--- config.mk ---
export PLATFORM = sky130hd
export DESIGN_NAME = websocket_frame_deframer
export DESIGN_NICKNAME = d
export VERILOG_FILES = /design/src/rtl/wsd_pkg.sv /design/src/rtl/wsd_parser.sv /design/src/rtl/websocket_frame_deframer.sv
export SDC_FILE = /design/constraint.sdc
export NUM_CORES = 1
export LEC_CHECK = 0
export BUFFER_PORTS_ARGS = -buffer_cell sky130_fd_sc_hd__buf_2
export CAP_MARGIN = 25
export CORE_MARGIN = 2
export CORE_UTILIZATION = 40
export DETAILED_ROUTE_END_ITERATION = 6
export GPL_ROUTABILITY_DRIVEN = 1
export PLACE_DENSITY = 0.58
export SLEW_MARGIN = 20
export SYNTH_ARGS = -nofsm -noshare
export SYNTH_HDL_FRONTEND = slang
export SYNTH_SLANG_ARGS = --single-unit
--- constraint.sdc ---
create_clock -name i_clk -period 4.3 [get_ports i_clk]
set_input_delay 0.645 -clock i_clk [delete_from_list [all_inputs] [get_ports i_clk]]
set_output_delay 0.645 -clock i_clk [all_outputs]
set_load 0.01 [all_outputs]
--- src/rtl/wsd_pkg.sv ---
`timescale 1ns / 1ps

package wsd_pkg;

    localparam int unsigned CFG_W         = 25;
    localparam logic [CFG_W-1:0] MAX_FRAME_RESET = 25'd16777216;

    localparam logic [3:0] OP_CLOSE = 4'h8;
    localparam logic [3:0] OP_PING  = 4'h9;
    localparam logic [3:0] OP_PONG  = 4'hA;

    localparam logic [6:0] LEN7_EXT16 = 7'd126;
    localparam logic [6:0] LEN7_EXT64 = 7'd127;

    localparam logic [2:0] EXT16_LAST_IDX = 3'd1;
    localparam logic [2:0] EXT64_LAST_IDX = 3'd7;
    localparam logic [2:0] MASK_LAST_IDX  = 3'd3;

    typedef enum logic [2:0] {
        EV_DATA      = 3'd0,
        EV_EMPTY     = 3'd1,
        EV_PING      = 3'd2,
        EV_CLOSE     = 3'd3,
        EV_TOO_LARGE = 3'd4
    } t_event_kind;

    typedef enum logic [2:0] {
        PH_HDR0    = 3'd0,
        PH_HDR1    = 3'd1,
        PH_EXT16   = 3'd2,
        PH_EXT64   = 3'd3,
        PH_MASK    = 3'd4,
        PH_PAYLOAD = 3'd5
    } t_phase;

    typedef struct packed {
        logic        valid;
        t_event_kind kind;
        logic [7:0]  data;
        logic [3:0]  opcode;
        logic        last;
    } t_event;

endpackage

--- src/rtl/wsd_parser.sv ---
`timescale 1ns / 1ps

module wsd_parser
    import wsd_pkg::*;
(
    input  logic             i_clk,
    input  logic             i_rst_n,
    input  logic             i_beat,
    input  logic [7:0]       i_byte,
    input  logic [CFG_W-1:0] i_max_frame_bytes,
    output t_event           o_event
);

    t_phase      r_phase, n_phase;
    logic [2:0]  r_cnt, n_cnt;
    logic [63:0] r_len, n_len;
    logic [63:0] r_rem, n_rem;
    logic [31:0] r_key, n_key;
    logic        r_mask, n_mask;
    logic [3:0]  r_opcode, n_opcode;
    logic [1:0]  r_lane, n_lane;
    logic        r_halted, n_halted;

    logic        is_close, is_ping, is_pong, is_data;
    logic [63:0] len_value;
    logic        len_done, mask_done, too_large;
    logic [63:0] begin_len;
    logic [7:0]  key_byte;

    assign is_close = (r_opcode == OP_CLOSE);
    assign is_ping  = (r_opcode == OP_PING);
    assign is_pong  = (r_opcode == OP_PONG);
    assign is_data  = !(is_close || is_ping || is_pong);

    always_comb begin
        len_value = {r_len[55:0], i_byte};
        len_done  = 1'b0;
        case (r_phase)
            PH_HDR1: begin
                len_done  = (i_byte[6:0] != LEN7_EXT16) && (i_byte[6:0] != LEN7_EXT64);
                // extended forms shift their length in from zero
                len_value = len_done ? {57'd0, i_byte[6:0]} : 64'd0;
            end
            PH_EXT16: len_done = (r_cnt == EXT16_LAST_IDX);
            PH_EXT64: len_done = (r_cnt == EXT64_LAST_IDX);
            default:  len_done = 1'b0;
        endcase
    end

    assign mask_done = (r_phase == PH_MASK) && (r_cnt == MASK_LAST_IDX);
    assign too_large = len_value > {{(64-CFG_W){1'b0}}, i_max_frame_bytes};
    // payload length used when the mask key is absent or complete
    assign begin_len = mask_done ? r_len : len_value;

    always_comb begin
        case (r_lane)
            2'd0:    key_byte = r_key[31:24];
            2'd1:    key_byte = r_key[23:16];
            2'd2:    key_byte = r_key[15:8];
            default: key_byte = r_key[7:0];
        endcase
    end

    // next phase
    always_comb begin
        n_phase = r_phase;
        if (i_beat && !r_halted) begin
            case (r_phase)
                PH_HDR0: n_phase = PH_HDR1;
                PH_HDR1, PH_EXT16, PH_EXT64: begin
                    if (r_phase == PH_HDR1 && i_byte[6:0] == LEN7_EXT16) begin
                        n_phase = PH_EXT16;
                    end else if (r_phase == PH_HDR1 && i_byte[6:0] == LEN7_EXT64) begin
                        n_phase = PH_EXT64;
                    end else if (len_done) begin
                        if (is_close || (is_data && too_large)) begin
                            n_phase = PH_HDR0;
                        end else if ((r_phase == PH_HDR1) ? i_byte[7] : r_mask) begin
                            n_phase = PH_MASK;
                        end else begin
                            n_phase = (begin_len == 64'd0) ? PH_HDR0 : PH_PAYLOAD;
                        end
                    end
                end
                PH_MASK: begin
                    if (mask_done) begin
                        n_phase = (begin_len == 64'd0) ? PH_HDR0 : PH_PAYLOAD;
                    end
                end
                PH_PAYLOAD: begin
                    if (r_rem[63:1] == 63'd0) begin
                        n_phase = PH_HDR0;
                    end
                end
                default: n_phase = PH_HDR0;
            endcase
        end
    end

    // datapath and event
    always_comb begin
        logic mask_bit;
        logic go_payload;
        mask_bit   = (r_phase == PH_HDR1) ? i_byte[7] : r_mask;
        go_payload = 1'b0;

        n_cnt    = r_cnt;
        n_len    = r_len;
        n_rem    = r_rem;
        n_key    = r_key;
        n_mask   = r_mask;
        n_opcode = r_opcode;
        n_lane   = r_lane;
        n_halted = r_halted;

        o_event        = '0;
        o_event.kind   = EV_DATA;
        o_event.opcode = r_opcode;

        if (i_beat && !r_halted) begin
            case (r_phase)
                PH_HDR0: n_opcode = i_byte[3:0];
                PH_HDR1, PH_EXT16, PH_EXT64: begin
                    if (r_phase == PH_HDR1) begin
                        n_mask = i_byte[7];
                        n_key  = '0;
                        n_cnt  = '0;
                    end else begin
                        n_cnt = r_cnt + 3'd1;
                    end
                    n_len = len_value;
                    if (len_done) begin
                        n_cnt = '0;
                        if (is_close) begin
                            n_halted      = 1'b1;
                            o_event.valid = 1'b1;
                            o_event.kind  = EV_CLOSE;
                            o_event.last  = 1'b1;
                        end else if (is_ping) begin
                            o_event.valid = 1'b1;
                            o_event.kind  = EV_PING;
                            o_event.last  = 1'b1;
                            go_payload    = !mask_bit;
                        end else if (is_data && too_large) begin
                            n_halted      = 1'b1;
                            o_event.valid = 1'b1;
                            o_event.kind  = EV_TOO_LARGE;
                            o_event.last  = 1'b1;
                        end else begin
                            go_payload = !mask_bit;
                        end
                    end
                end
                PH_MASK: begin
                    n_key = {r_key[23:0], i_byte};
                    n_cnt = r_cnt + 3'd1;
                    if (mask_done) begin
                        n_cnt      = '0;
                        go_payload = 1'b1;
                    end
                end
                PH_PAYLOAD: begin
                    n_lane = r_lane + 2'd1;
                    if (r_rem != 64'd0) begin
                        n_rem = r_rem - 64'd1;
                    end
                    if (is_data) begin
                        o_event.valid = 1'b1;
                        o_event.kind  = EV_DATA;
                        o_event.data  = r_mask ? (i_byte ^ key_byte) : i_byte;
                        o_event.last  = (r_rem[63:1] == 63'd0);
                    end
                end
                default: ;
            endcase

            // start the payload, or close out an empty frame
            if (go_payload) begin
                n_lane = '0;
                if (begin_len == 64'd0) begin
                    if (is_data) begin
                        o_event.valid = 1'b1;
                        o_event.kind  = EV_EMPTY;
                        o_event.last  = 1'b1;
                    end
                end else begin
                    n_rem = begin_len;
                end
            end
        end
    end

    always_ff @(posedge i_clk) begin
        if (!i_rst_n) begin
            r_phase  <= PH_HDR0;
            r_cnt    <= '0;
            r_len    <= '0;
            r_rem    <= '0;
            r_key    <= '0;
            r_mask   <= 1'b0;
            r_opcode <= '0;
            r_lane   <= '0;
            r_halted <= 1'b0;
        end else begin
            r_phase  <= n_phase;
            r_cnt    <= n_cnt;
            r_len    <= n_len;
            r_rem    <= n_rem;
            r_key    <= n_key;
            r_mask   <= n_mask;
            r_opcode <= n_opcode;
            r_lane   <= n_lane;
            r_halted <= n_halted;
        end
    end

endmodule

--- src/rtl/websocket_frame_deframer.sv ---
`timescale 1ns / 1ps
// Channel   | valid      | stall      | payload
// ----------+------------+------------+-----------------------------------------------
// rx        | i_rx_valid | o_rx_stall | i_rx_byte
// event     | o_ev_valid | i_ev_stall | o_event_kind, o_data_byte, o_frame_opcode,
//           |            |            | o_last_of_frame
// config    | i_cfg_we   | -          | i_cfg_wdata (max_frame_bytes)
//
// One byte is accepted per cycle; each beat is parsed in the cycle it lands and
// its event, if any, appears in the output register on the next cycle.
// The rate is set by the single output register: rx stalls only while an event
// is held there and the event side stalls.
// Synchronous active-low reset returns the parser to the first header byte,
// clears the halt flag and loads the frame limit with its default.
// After a close or oversize event the parser drops every beat until reset.

module websocket_frame_deframer
    import wsd_pkg::*;
(
    input  logic             i_clk,
    input  logic             i_rst_n,
    input  logic             i_cfg_we,
    input  logic [CFG_W-1:0] i_cfg_wdata,
    input  logic             i_rx_valid,
    output logic             o_rx_stall,
    input  logic [7:0]       i_rx_byte,
    output logic             o_ev_valid,
    input  logic             i_ev_stall,
    output logic [2:0]       o_event_kind,
    output logic [7:0]       o_data_byte,
    output logic [3:0]       o_frame_opcode,
    output logic             o_last_of_frame
);

    logic [CFG_W-1:0] r_max_frame;
    logic             r_ev_valid;
    t_event           r_ev;
    t_event           parsed;
    logic             rx_beat;

    // hold the input only while a finished event waits on a stalled sink
    assign o_rx_stall = r_ev_valid && i_ev_stall;
    assign rx_beat    = i_rx_valid && !o_rx_stall;

    always_ff @(posedge i_clk) begin
        if (!i_rst_n) begin
            r_max_frame <= MAX_FRAME_RESET;
        end else if (i_cfg_we) begin
            r_max_frame <= i_cfg_wdata;
        end
    end

    wsd_parser u_parser (
        .i_clk             (i_clk),
        .i_rst_n           (i_rst_n),
        .i_beat            (rx_beat),
        .i_byte            (i_rx_byte),
        .i_max_frame_bytes (r_max_frame),
        .o_event           (parsed)
    );

    // output register: load on every accepted beat, clear once taken
    always_ff @(posedge i_clk) begin
        if (!i_rst_n) begin
            r_ev_valid <= 1'b0;
        end else if (rx_beat) begin
            r_ev_valid <= parsed.valid;
        end else if (!i_ev_stall) begin
            r_ev_valid <= 1'b0;
        end
    end

    always_ff @(posedge i_clk) begin
        if (rx_beat && parsed.valid) begin
            r_ev <= parsed;
        end
    end

    assign o_ev_valid      = r_ev_valid;
    assign o_event_kind    = r_ev.kind;
    assign o_data_byte     = r_ev.data;
    assign o_frame_opcode  = r_ev.opcode;
    assign o_last_of_frame = r_ev.last;

endmodule
# --- After elaboration in Yosys (flattened, before gate mapping) ---
# Index checks and enable logic that the tools add are counted.
# W data, S select, Z words.
op_classes:
  eq_ne: 23
  n_bitwise: 3
  magnitude_cmp: 1
  n_addsub: 3
  reduce_logical: 33
  mux: 60
ops:
  columns: ["operator", "n"]
  rows:
  - ["$mux W64", 6]
  - ["$gt A64 B25 Y1", 1]
  - ["$logic_not A64 Y1", 1]
  - ["$pmux W32 S2", 1]
  - ["$reduce_bool A64 Y1", 1]
  - ["$sub A64 B1 Y64 const B", 1]
  - ["$logic_not A63 Y1", 1]
  - ["$mux W3", 11]
  - ["$mux W32", 1]
  - ["$mux W4", 7]
  - ["$mux W12", 2]
  - ["$pmux W8 S3", 1]
  - ["$mux W1", 20]
  - ["$mux W8", 2]
  - ["$eq A7 B7 Y1 const B", 2]
  - ["$ne A7 B7 Y1 const B", 2]
  - ["$eq A4 B4 Y1 const B", 3]
  - ["$pmux W3 S4", 1]
  - ["$ne A2 B1 Y1 const B", 5]
  - ["$eq A3 B2 Y1 const B", 3]
  - ["$eq A3 B3 Y1 const B", 3]
  - ["$logic_and A1 B1 Y1", 9]
  - ["$pmux W4 S2", 1]
  - ["$reduce_and A2 Y1", 4]
  - ["other kinds (22)", 34]
word_totals:
  ff_bits: 216
  out_inout_bits: 18
  elab_cells: 138
  input_bits: 38

# --- Depth between registers and ports, before layout ---
# Gate-level depths: netlist (run 1).
depth:
  depth_word: 16
  mapped_depth: 18
  ltp_nobuf: 13

# --- Hierarchy ---
# A second synthesis (run 1) with hierarchy kept.
hier_totals:
  cells_unflattened: 1533
  area_unflattened_um2: 12288.0
by_module_without_submodules:
  columns: ["mod", "seq_area_each_um2", "instances", "area_per_inst_um2", "cells_per_inst"]
  rows:
  - ["wsd_parser", 3483.3, 1, 10795.4, 1430]
  - ["websocket_frame_deframer", 1001.0, 1, 1492.7, 103]

# --- Worst setup path after synthesis (run 1) ---
# No wires, ideal clock.
synth_path:
  kind: "flip-flop to flip-flop"
  from: "reg u_parser.r_phase[0]"
  to: "reg r_ev, in the netlist o_data_byte[0] (enable)"
  t_arrival_ns: 4.132
  n_path_buf: 3
  path_stages_with_launch: 16
  setup_time_ns: 0.372
  path_slack_ns: -0.204
  period_less_slack_ns: 4.504
  t_required_ns: 3.928
  path_cell_list: "dfxtp_1 buf_4 or3b_1 buf_2 or4_1 clkbuf_2 and2_1 ha_1 nand4_1 nor4_1 nor4b_1 o21ai_0 nor4_1 a311o_1 or4b_1 nand2_1"
synth_via:
  elab_chain_len: 14
  word_cells_on_any_way: 32
  cone_classes: "1 x order compare; 5 x eq/ne; 20 x mux; 6 x reduce/logical"
synth_lines:
  columns: ["element", "line", "rtl"]
  rows:
  - ["from (decl)", "wsd_parser.sv:14", "t_phase r_phase, n_phase;"]
  - ["from (signal assigned)", "wsd_parser.sv:205", "r_phase <= n_phase;"]
  - ["$eq A3 B1 Y1 *", "wsd_parser.sv:38", "case (r_phase)"]
  - ["$mux W64 *", "wsd_parser.sv:38", null]
  - ["named net u_parser.len_value[5]", "wsd_parser.sv:25", "logic [63:0] len_value;"]
  - ["$gt A64 B25 Y1", "wsd_parser.sv:51", "assign too_large = len_value > {{(64-CFG_W){1'b0}}, i_max_frame_bytes};"]
  - ["$logic_and A1 B1 Y1", "wsd_parser.sv:144", "end else if (is_data && too_large) begin"]
  - ["$mux W4", "wsd_parser.sv:144", null]
  - ["$mux W4", "wsd_parser.sv:139", "end else if (is_ping) begin"]
  - ["$mux W4", "wsd_parser.sv:134", "if (is_close) begin"]
  - ["$mux W4", "wsd_parser.sv:132", "if (len_done) begin"]
  - ["$pmux W4 S2", "wsd_parser.sv:121", "case (r_phase)"]
  - ["$mux W4", "wsd_parser.sv:181", "if (is_data) begin"]
  - ["$mux W4", "wsd_parser.sv:180", "if (begin_len == 64'd0) begin"]
  - ["$mux W4 *", "wsd_parser.sv:178", "if (go_payload) begin"]
  - ["$mux W12 *", "wsd_parser.sv:120", "if (i_beat && !r_halted) begin"]
  - ["$logic_and A1 B1 Y1 *", "websocket_frame_deframer.sv:74", "if (rx_beat && parsed.valid) begin"]
  - ["to (signal assigned)", "websocket_frame_deframer.sv:75", "r_ev <= parsed;"]
  - ["to (decl)", "websocket_frame_deframer.sv:37", "t_event r_ev;"]
# Mark *: on every way through the listed nets, which the timed path passes. The rest lies on a longest branch. The select of a mux whose other input is x is not followed.
# A chain may end at the register's enable or synchronous reset.

# --- Worst setup path after layout (run 1) ---
layout_path:
  from: "reg u_parser.r_phase[0]"
  to: "reg u_parser.r_rem[2]"
layout_via:
  elab_chain_len: 11
  word_cells_on_any_way: 25
  cone_classes: "1 x order compare; 5 x eq/ne; 14 x mux; 5 x reduce/logical"
layout_lines:
  columns: ["element", "line", "rtl"]
  rows:
  - ["$eq A3 B1 Y1 *", "wsd_parser.sv:38", null]
  - ["$mux W64 *", "wsd_parser.sv:38", null]
  - ["named net u_parser.len_value[21]", "wsd_parser.sv:25", null]
  - ["$gt A64 B25 Y1", "wsd_parser.sv:51", null]
  - ["$logic_and A1 B1 Y1", "wsd_parser.sv:144", null]
  - ["$mux W1", "wsd_parser.sv:144", null]
  - ["$mux W1", "wsd_parser.sv:139", null]
  - ["$mux W1", "wsd_parser.sv:134", null]
  - ["$mux W1", "wsd_parser.sv:132", null]
  - ["$pmux W1 S2", "wsd_parser.sv:121", null]
  - ["$mux W1", "wsd_parser.sv:120", null]
  - ["$mux W64 *", "wsd_parser.sv:178", null]
  - ["to (signal assigned)", "wsd_parser.sv:208", "r_rem <= n_rem;"]
  - ["to (decl)", "wsd_parser.sv:17", "logic [63:0] r_rem, n_rem;"]
# Marks and branches as above.

==> results of run 1 <==
-- Yosys cell counts (4+ instances only) --
library cell,count,area share
nor2_1,129,0.040
edfxtp_1,16,0.039
nor3_1,41,0.017
clkbuf_1,95,0.029
and3_1,11,0.0056
o21ai_1,5,0.0020
a22o_1,42,0.030
a21oi_1,99,0.040
a2bb2oi_1,5,0.0036
or3_1,30,0.015
buf_1,16,0.0049
nand2_1,177,0.054
nor4_1,42,0.021
or4_4,4,0.0037
mux2i_1,34,0.028
nand4b_1,8,0.0057
xor2_1,8,0.0057
a32o_1,14,0.011
a211o_1,4,0.0029
nand3_1,64,0.026
o31ai_1,9,0.0055
or4_1,11,0.0067
o311ai_1,4,0.0029
o22ai_1,16,0.0082
nand4_1,35,0.018
a31o_2,5,0.0036
o211ai_1,6,0.0037
ha_1,33,0.034
o21a_1,6,0.0037
a22oi_1,90,0.055
or2_2,4,0.0020
a31oi_1,24,0.012
buf_4,4,0.0025
and2_1,26,0.013
o32ai_1,5,0.0036
a21o_1,6,0.0037
o311ai_0,17,0.012
o21ai_0,47,0.019
nor4b_1,7,0.0050
nand2b_1,8,0.0041
buf_2,10,0.0041
inv_1,37,0.011
dfxtp_1,200,0.33
a222oi_1,8,0.0065
-- routing by layer --
| layer | vias to the layer above | global-route usage | wire length, um |
|---|---|---|---|
| li1 | 5845 | - | - |
| met1 | 5978 | 0.361 | 18600 |
| met2 | 548 | 0.406 | 18800 |
| met3 | 88 | 0.0399 | 3150 |
| met4 | 0 | 0.0915 | 1620 |
| met5 | - | 0 | 0 |
-- path summary, 6_finish.rpt --
path                             end  slack [ns]  cells after the start
setup / recovery   u_parser.r_rem[2]        0.23                     17
hold / removal       r_max_frame[24]        0.33                      3
setup reg to reg   u_parser.r_rem[2]        0.23                     17
hold reg to reg   u_parser.r_len[60]        0.45                      2
-- cell families (layout without fill, tap and decap cells) --
| family | count (synthesis) | in the layout |
|---|---|---|
| compound gates | 446 | 446 |
| mux | 35 | 35 |
| flops | 216 | 216 |
| xor+xnor | 9 | 9 |
| fa+ha+maj | 33 | 33 |
| buf+inv | 167 | 226 |
| simple gates | 618 | 620 |
-- sequential cells by signal, summed over array words and instances (netlist names) --
signal,count
u_parser.r_cnt,3
u_parser.r_phase,3
u_parser.r_lane,2
r_max_frame,25
u_parser.r_opcode,4
u_parser.r_mask,1
u_parser.r_key,32
o_last_of_frame,1
u_parser.r_len,64
o_event_kind,3
u_parser.r_halted,1
o_frame_opcode,4
o_data_byte,8
o_ev_valid,1
u_parser.r_rem,64
-- through the flow --
step	std cells	setup TNS [ns]	util
final	1981	0	0.471
after global routing	1981	0	0.471
after CTS	1976	0	0.467
after detailed placement	1927	-11.29	0.436
after global placement	1927	-7.99	0.436
after floorplan	1524	0	-
-- power by group --
part           internal (uW)  total [uW]  switching (uW)
Combinational            262         748             485
Clock                   1380        2310             939
Sequential              2060        2100            37.8
Total                   3700        5160            1460
-- worst reg2reg max path, stage by stage (launching register included) --
cell and delay, ns:
dfxtp_1 0.33, or3b_4 0.40, buf_8 0.19, and2_1 0.26, ha_1 0.32, a21o_1 0.18, a221o_1 0.36, a211oi_2 0.22
buf_4 0.17, o21ai_1 0.08, nor4_1 0.30, a311o_1 0.23, buf_6 0.15, nand2_4 0.09, buf_12 0.19, buf_12 0.15
a41oi_1 0.22, o31ai_1 0.11
-- repair_timing --
item	4_1_cts	5_1_grt
endpoints found under the hold margin	0	0
setup buffers	0	2
gates resized for setup	8	23
endpoints found under the setup margin	76	81
cloned	1	2
pin swaps	1	5
-- area by class of cell --
class                      instances  area [um^2]  area share
inverter                          38          145      0.0102
timing repair buffer             140         1050      0.0737
multi-input combinational       1143         7210       0.505
tap                              396          495      0.0347
clock inverter                    12          129     0.00902
sequential                       216         4480       0.314
clock buffer                      36          769      0.0538
==> results.py, run 1 <==
metrics = {
    "logic_synthesis": {
        "syn_area_um2": 12200,
        "synth-compound-area-share": 0.258,
        "synth_flop_cell": "dfxtp_1",
        "async_flop_share": 0,
        "synth_cell_types": 85,
        "synth_nets": 1595,
        "synth.avg_cell_area_um2": 8.03,
        "synth-simple-area-share": 0.252,
        "synth.ff_latch_count": 216,
        "synth-xor-area-share": 0.00644,
        "syn_inst": 1524,
        "synth_top_family_by_area": "compound AO/OA/AOI/OAI gates",
        "synth_edf_count": 16,
        "synth-seq-area-share": 0.366,
        "synth_mux_area_frac": 0.0287,
        "synth_fa_ha_area_frac": 0.0337,
        "synth_warnings": 0,
    },
    "clock_tree": {
        "cts-root-buf": "clkbuf_16",
        "clock-sinks": 216,
        "cts_tree": "built",
        "clock_path_buffers": 3,
        "cts_hold_buf": 0,
        "clk_pin_slew_ns": 0.07,
        "htree_levels": 1,
        "cts_buffers": 26,
        "clock_latency_ns": 0.55,
    },
    "worst_setup_path": {
        "worstPathCellList": "or3b_4 -> buf_8 -> and2_1 -> ha_1 -> a21o_1 -> a221o_1 -> a211oi_2 -> buf_4 -> o21ai_1 -> nor4_1 -> a311o_1 -> buf_6 -> nand2_4 -> buf_12 -> buf_12 -> a41oi_1 -> o31ai_1",
        "startpoint": "u_parser.r_phase[0]",
        "critical_path_class": "flop to flop",
        "cp.required_ns": 4.72,
        "crit_path_max_fanout": 36,
        "r2r-start": "u_parser.r_phase[0]",
        "crit_path_start_kind": "flop",
        "cpPeakStageDelay_ns": 0.40,
        "crit_slowest_cell": "or3b_4",
        "end_kind": "flop",
        "worstPathArrival_ns": 4.48,
        "path_common_cell": "buf_12",
        "path_buf_inv": 5,
        "cp_top_family": "compound AO/OA/AOI/OAI gates",
    },
    "finish": {
        "stdcell_area_um2": 14300,
        "layout_commonest_cell": "dfxtp_1",
        "fillers": 3000,
        "num-nets-final": 1636,
        "most-common-layout-cells": "dfxtp_1 (200), nand2_1 (175), nor2_1 (128), a21oi_1 (99), a22oi_1 (90)",
        "antenna_cells": 0,
        "area_growth_pct": 16.7,
        "drive_gt1_frac": 0.148,
    },
    "global_route": {
        "grt_usage": 0.259,
        "grt_pass1_wl_um": 65700,
        "grt_max_degree": 160,
        "antenna_found_initial": 0,
        "overflow": 0,
        "first_global_vias": 11300,
    },
    "placed_design": {
        "placed_area_um2": 13200,
        "gp_routability_congestion": 0.874,
        "post-place-ws_ns": -0.233,
        "dp_hpwl_um": 28300,
        "portBuffers": 55,
    },
    "run": {
        "cap_violations": 0,
    },
    "timing": {
        "fmax_mhz": 246,
        "slew_headroom": 0.375,
        "worstMarginPinSlew_ns": 0.931,
        "rsz0062_at_grt": "no",
        "maxSlewViolCount": 0,
        "finalCritPeriodShare": 0.946,
        "fin_skew_ns": 0.0247,
        "holdWs_ns": 0.325,
        "setup_violations": 0,
        "finalCriticalPeriod_ns": 4.07,
        "worst_slack_ns": 0.232,
        "finalHoldViolCount": 0,
    },
    "die": {
        "die_y_um": 179,
        "ioPinCount": 56,
        "die_area_um2": 32000,
        "fp-row-count": 64,
        "die_w_um": 179,
        "start_util": 0.403,
        "core_area_um2": 30300,
    },
    "pwr": {
        "p_leak_uw": 0.00533,
        "power_uw": 5160,
        "power_density_nw_per_um2": 361,
        "irDropWorstVdd_v": 0.000341,
    },
    "min_path": {
        "worstHoldStart": "i_cfg_wdata[24]",
        "min_path_type": "input port to flop",
    },
    "route": {
        "drt_iter0_markers": 1278,
        "via_per_inst": 6.29,
        "ant_nets": 0,
        "first_pass_iters": 6,
        "drcViolationCount": 0,
        "routed_wl_um": 42200,
        "wl_per_cell_um": 21.3,
        "dr_total_vias": 12500,
    },
    "outcome": {
        "status": "complete, no violations",
    },
}
No activity file was read; power rests on OpenSTA's default activity.
==> run 2: changes to the inputs <==
Settings changed: SYNTH_HIERARCHICAL set to 1.
==> run 2 against run 1 <==
Clock skew grew 0.014 ns; flip-flop and latch count unchanged; synthesized area increased by 0.36%; maximum frequency shrank 0.65%; die area grew 0.35%; critical endpoint is now o_frame_opcode[3].
==> results.py, run 2 <==
metrics = {
    "outcome": {
        "status": "complete, no violations",
    },
    "logic_synthesis": {
        "synth_nets": 1604,
        "netlist_top_cells_area": "dfxtp_1 (33%), a21oi_1 (5.3%), nand2_1 (5.2%)",
        "synth_flop_cell": "dfxtp_1",
        "synth_edf_count": 16,
        "yosysTopAreaCell": "dfxtp_1",
        "synth_cell_types": 79,
        "syn_inst": 1533,
        "synth_warnings": 6,
        "synth.ff_latch_count": 216,
        "synth.most_common_cell": "dfxtp_1",
        "syn_area_um2": 12300,
        "synth.avg_cell_area_um2": 8.02,
        "async_flop_share": 0,
        "synth_common_cells": "dfxtp_1 (200), nand2_1 (169), a21oi_1 (131), nor2_1 (120), clkbuf_1 (88)",
        "synth-seq-area-share": 0.365,
        "synth_top_area_frac": 0.326,
    },
    "die": {
        "start_util": 0.404,
        "die_area_um2": 32100,
        "die_w_um": 179,
        "core_area_um2": 30400,
        "ioPinCount": 56,
        "fp-row-count": 64,
        "die_y_um": 179,
    },
    "worst_setup_path": {
        "timing.rr.end": "o_frame_opcode[3]",
        "crit_path_start_kind": "flop",
        "worstPathArrival_ns": 4.37,
        "crit_path_max_fanout": 19,
        "end_kind": "flop",
        "r2r_slack_ns": 0.21,
        "ff2ff_path_depth": 15,
        "r2r-start": "u_parser/r_cnt[1]",
        "cp.required_ns": 4.58,
        "critical_path_class": "flop to flop",
    },
    "pwr": {
        "power_density_nw_per_um2": 446,
        "irDropWorstVdd_v": 0.000358,
        "p_leak_uw": 0.00515,
    },
    "min_path": {
        "whs_path_depth": 3,
        "worstHoldStart": "i_cfg_wdata[24]",
        "min_path_type": "input port to flop",
        "whs_endpoint": "r_max_frame[24]",
    },
    "route": {
        "ant_nets": 0,
        "drcViolationCount": 0,
        "routed_wl_um": 41200,
        "dr_total_vias": 12100,
        "wl_per_cell_um": 20.9,
        "drt_iter0_markers": 1260,
        "first_pass_iters": 7,
        "via_per_inst": 6.17,
    },
    "timing": {
        "maxSlewViolCount": 0,
        "fmax_mhz": 244,
        "finalCriticalPeriod_ns": 4.09,
        "finalHoldViolCount": 0,
        "worstMarginPinSlew_ns": 0.784,
        "rsz0062_at_grt": "no",
        "fin_skew_ns": 0.0389,
        "slew_headroom": 0.472,
        "setup_violations": 0,
        "finalCritPeriodShare": 0.952,
    },
    "placed_design": {
        "gp_routability_congestion": 0.934,
        "dp_hpwl_um": 28900,
        "portBuffers": 55,
        "dpl.cell_count": 1918,
    },
    "finish": {
        "antenna_cells": 0,
        "num-nets-final": 1622,
        "multi_input_area_um2": 7140,
        "fillers": 3076,
        "most-common-layout-cells": "dfxtp_1 (199), nand2_1 (168), a21oi_1 (131), nor2_1 (119), nand3_1 (80)",
        "area_growth_pct": 14.3,
        "layout_commonest_cell": "dfxtp_1",
        "drive_gt1_frac": 0.124,
        "fin_cells": 1967,
        "regArea_um2": 4490,
        "reg_top3": "u_parser/r_len: 64 flops, u_parser/r_rem: 64 flops, u_parser/r_key: 32 flops",
        "fin_util": 0.462,
    },
    "clock_tree": {
        "cts_buffers": 26,
        "htree_levels": 1,
        "clk_pin_slew_ns": 0.06,
        "clock_path_buffers": 3,
        "clock_latency_ns": 0.57,
        "cts-root-buf": "clkbuf_16",
        "cts_tree": "built",
        "clock-sinks": 216,
    },
    "global_route": {
        "grt_pass1_wl_um": 64300,
        "overflow": 0,
        "first_global_vias": 11300,
        "antenna_found_initial": 0,
        "grt_max_degree": 106,
        "grt_usage": 0.255,
    },
    "run": {
        "cap_violations": 0,
    },
}
## run 2: cell count changes after synthesis, moves of 16 or more
| cell | previous run | this run |
|---|---|---|
| nor2b_1 | 3 | 40 |
| nand3_1 | 64 | 80 |
| nand4_1 | 35 | 14 |
| a21oi_1 | 99 | 131 |
| a22oi_1 | 90 | 50 |
| or3_1 | 30 | 13 |
| a32oi_1 | 3 | 19 |
## run 2: cell type report
class                      instances  share of cell area
clock buffer                      40              0.0587
inverter                          52              0.0141
tap                              396              0.0353
timing repair buffer             107              0.0548
clock inverter                     8             0.00998
multi-input combinational       1148               0.508
sequential                       216               0.319
## run 2: metrics by stage
stage	TNS, ns	hold WS [ns]	total power (uW)	area (um^2)	setup WS, ns
2_1_floorplan	0	0.421	3380	12300	0.0776
3_3_place_gp	0	0.439	3840	13100	0.0923
3_5_place_dp	-0.141	0.448	3850	13100	-0.0272
4_1_cts	0	0.289	6270	14000	0.250
5_1_grt	0	0.319	6550	14000	0.00832
6_report	0	0.302	6270	14000	0.206
## run 2: critical path: stages, from the launching register on
cell and delay, ns:
dfxtp_1 0.39, ha_1 0.17, ha_1 0.29, a21oi_1 0.14, or2_0 0.34, buf_4 0.27, a22o_1 0.35, nor4_1 0.25
nand4_1 0.19, nor4_4 0.42, buf_4 0.28, nand3b_1 0.15, o211ai_1 0.14, nand2_1 0.12, nor2_2 0.14, buf_12 0.17
## run 2: kinds of logic (layout without fill, tap and decap cells)
family / count (synthesis) / after routing / synth area share
buffers and inverters: 169 / 207 / 0.0597
adders and majority gates: 33 / 33 / 0.0336
DFF: 216 / 216 / 0.365
AOI/OAI and AO/OA: 462 / 462 / 0.257
xor gates and xnor gates: 9 / 9 / 0.00642
and+or+nand+nor: 608 / 608 / 0.249
muxes: 36 / 36 / 0.0295
## run 2: report_power, final
part / internal, uW / switching (uW)
Combinational: 540 / 1090
Sequential: 2120 / 102
Clock: 1500 / 917
Total: 4160 / 2100
## run 2: layer usage
layer  routed length [um]  share of wire  vias up  GRT usage
li1                     -              -     5748          -
met1                18200           0.44     5816      0.348
met2                18500           0.45      491      0.403
met3                 3320          0.081       79     0.0511
met4                 1160          0.028        0     0.0790
met5                    0              0        -          0
## run 2: timing repair
action | 4_1_cts | 5_1_grt
resized for setup | 0 | 2
buffers inserted | 0 | 0
setup endpoints to repair | 0 | 16
hold buffers | 0 | 0
endpoints found under the hold margin | 0 | 0
## run 2: worst max path at each step
stage	from	to	slack [ns]	cells past startpoint
2_1_floorplan	u_parser/r_phase[2]	o_data_byte[0]	0.08	16
3_5_place_dp	i_rx_byte[6]	u_parser/r_rem[47]	-0.03	16
5_1_grt	u_parser/r_cnt[0]	o_frame_opcode[0]	0.008	15
6_report	u_parser/r_cnt[1]	o_frame_opcode[3]	0.21	15
3_3_place_gp	i_rx_byte[6]	u_parser/r_rem[47]	0.09	16
4_1_cts	u_parser/r_cnt[0]	o_data_byte[0]	0.25	15
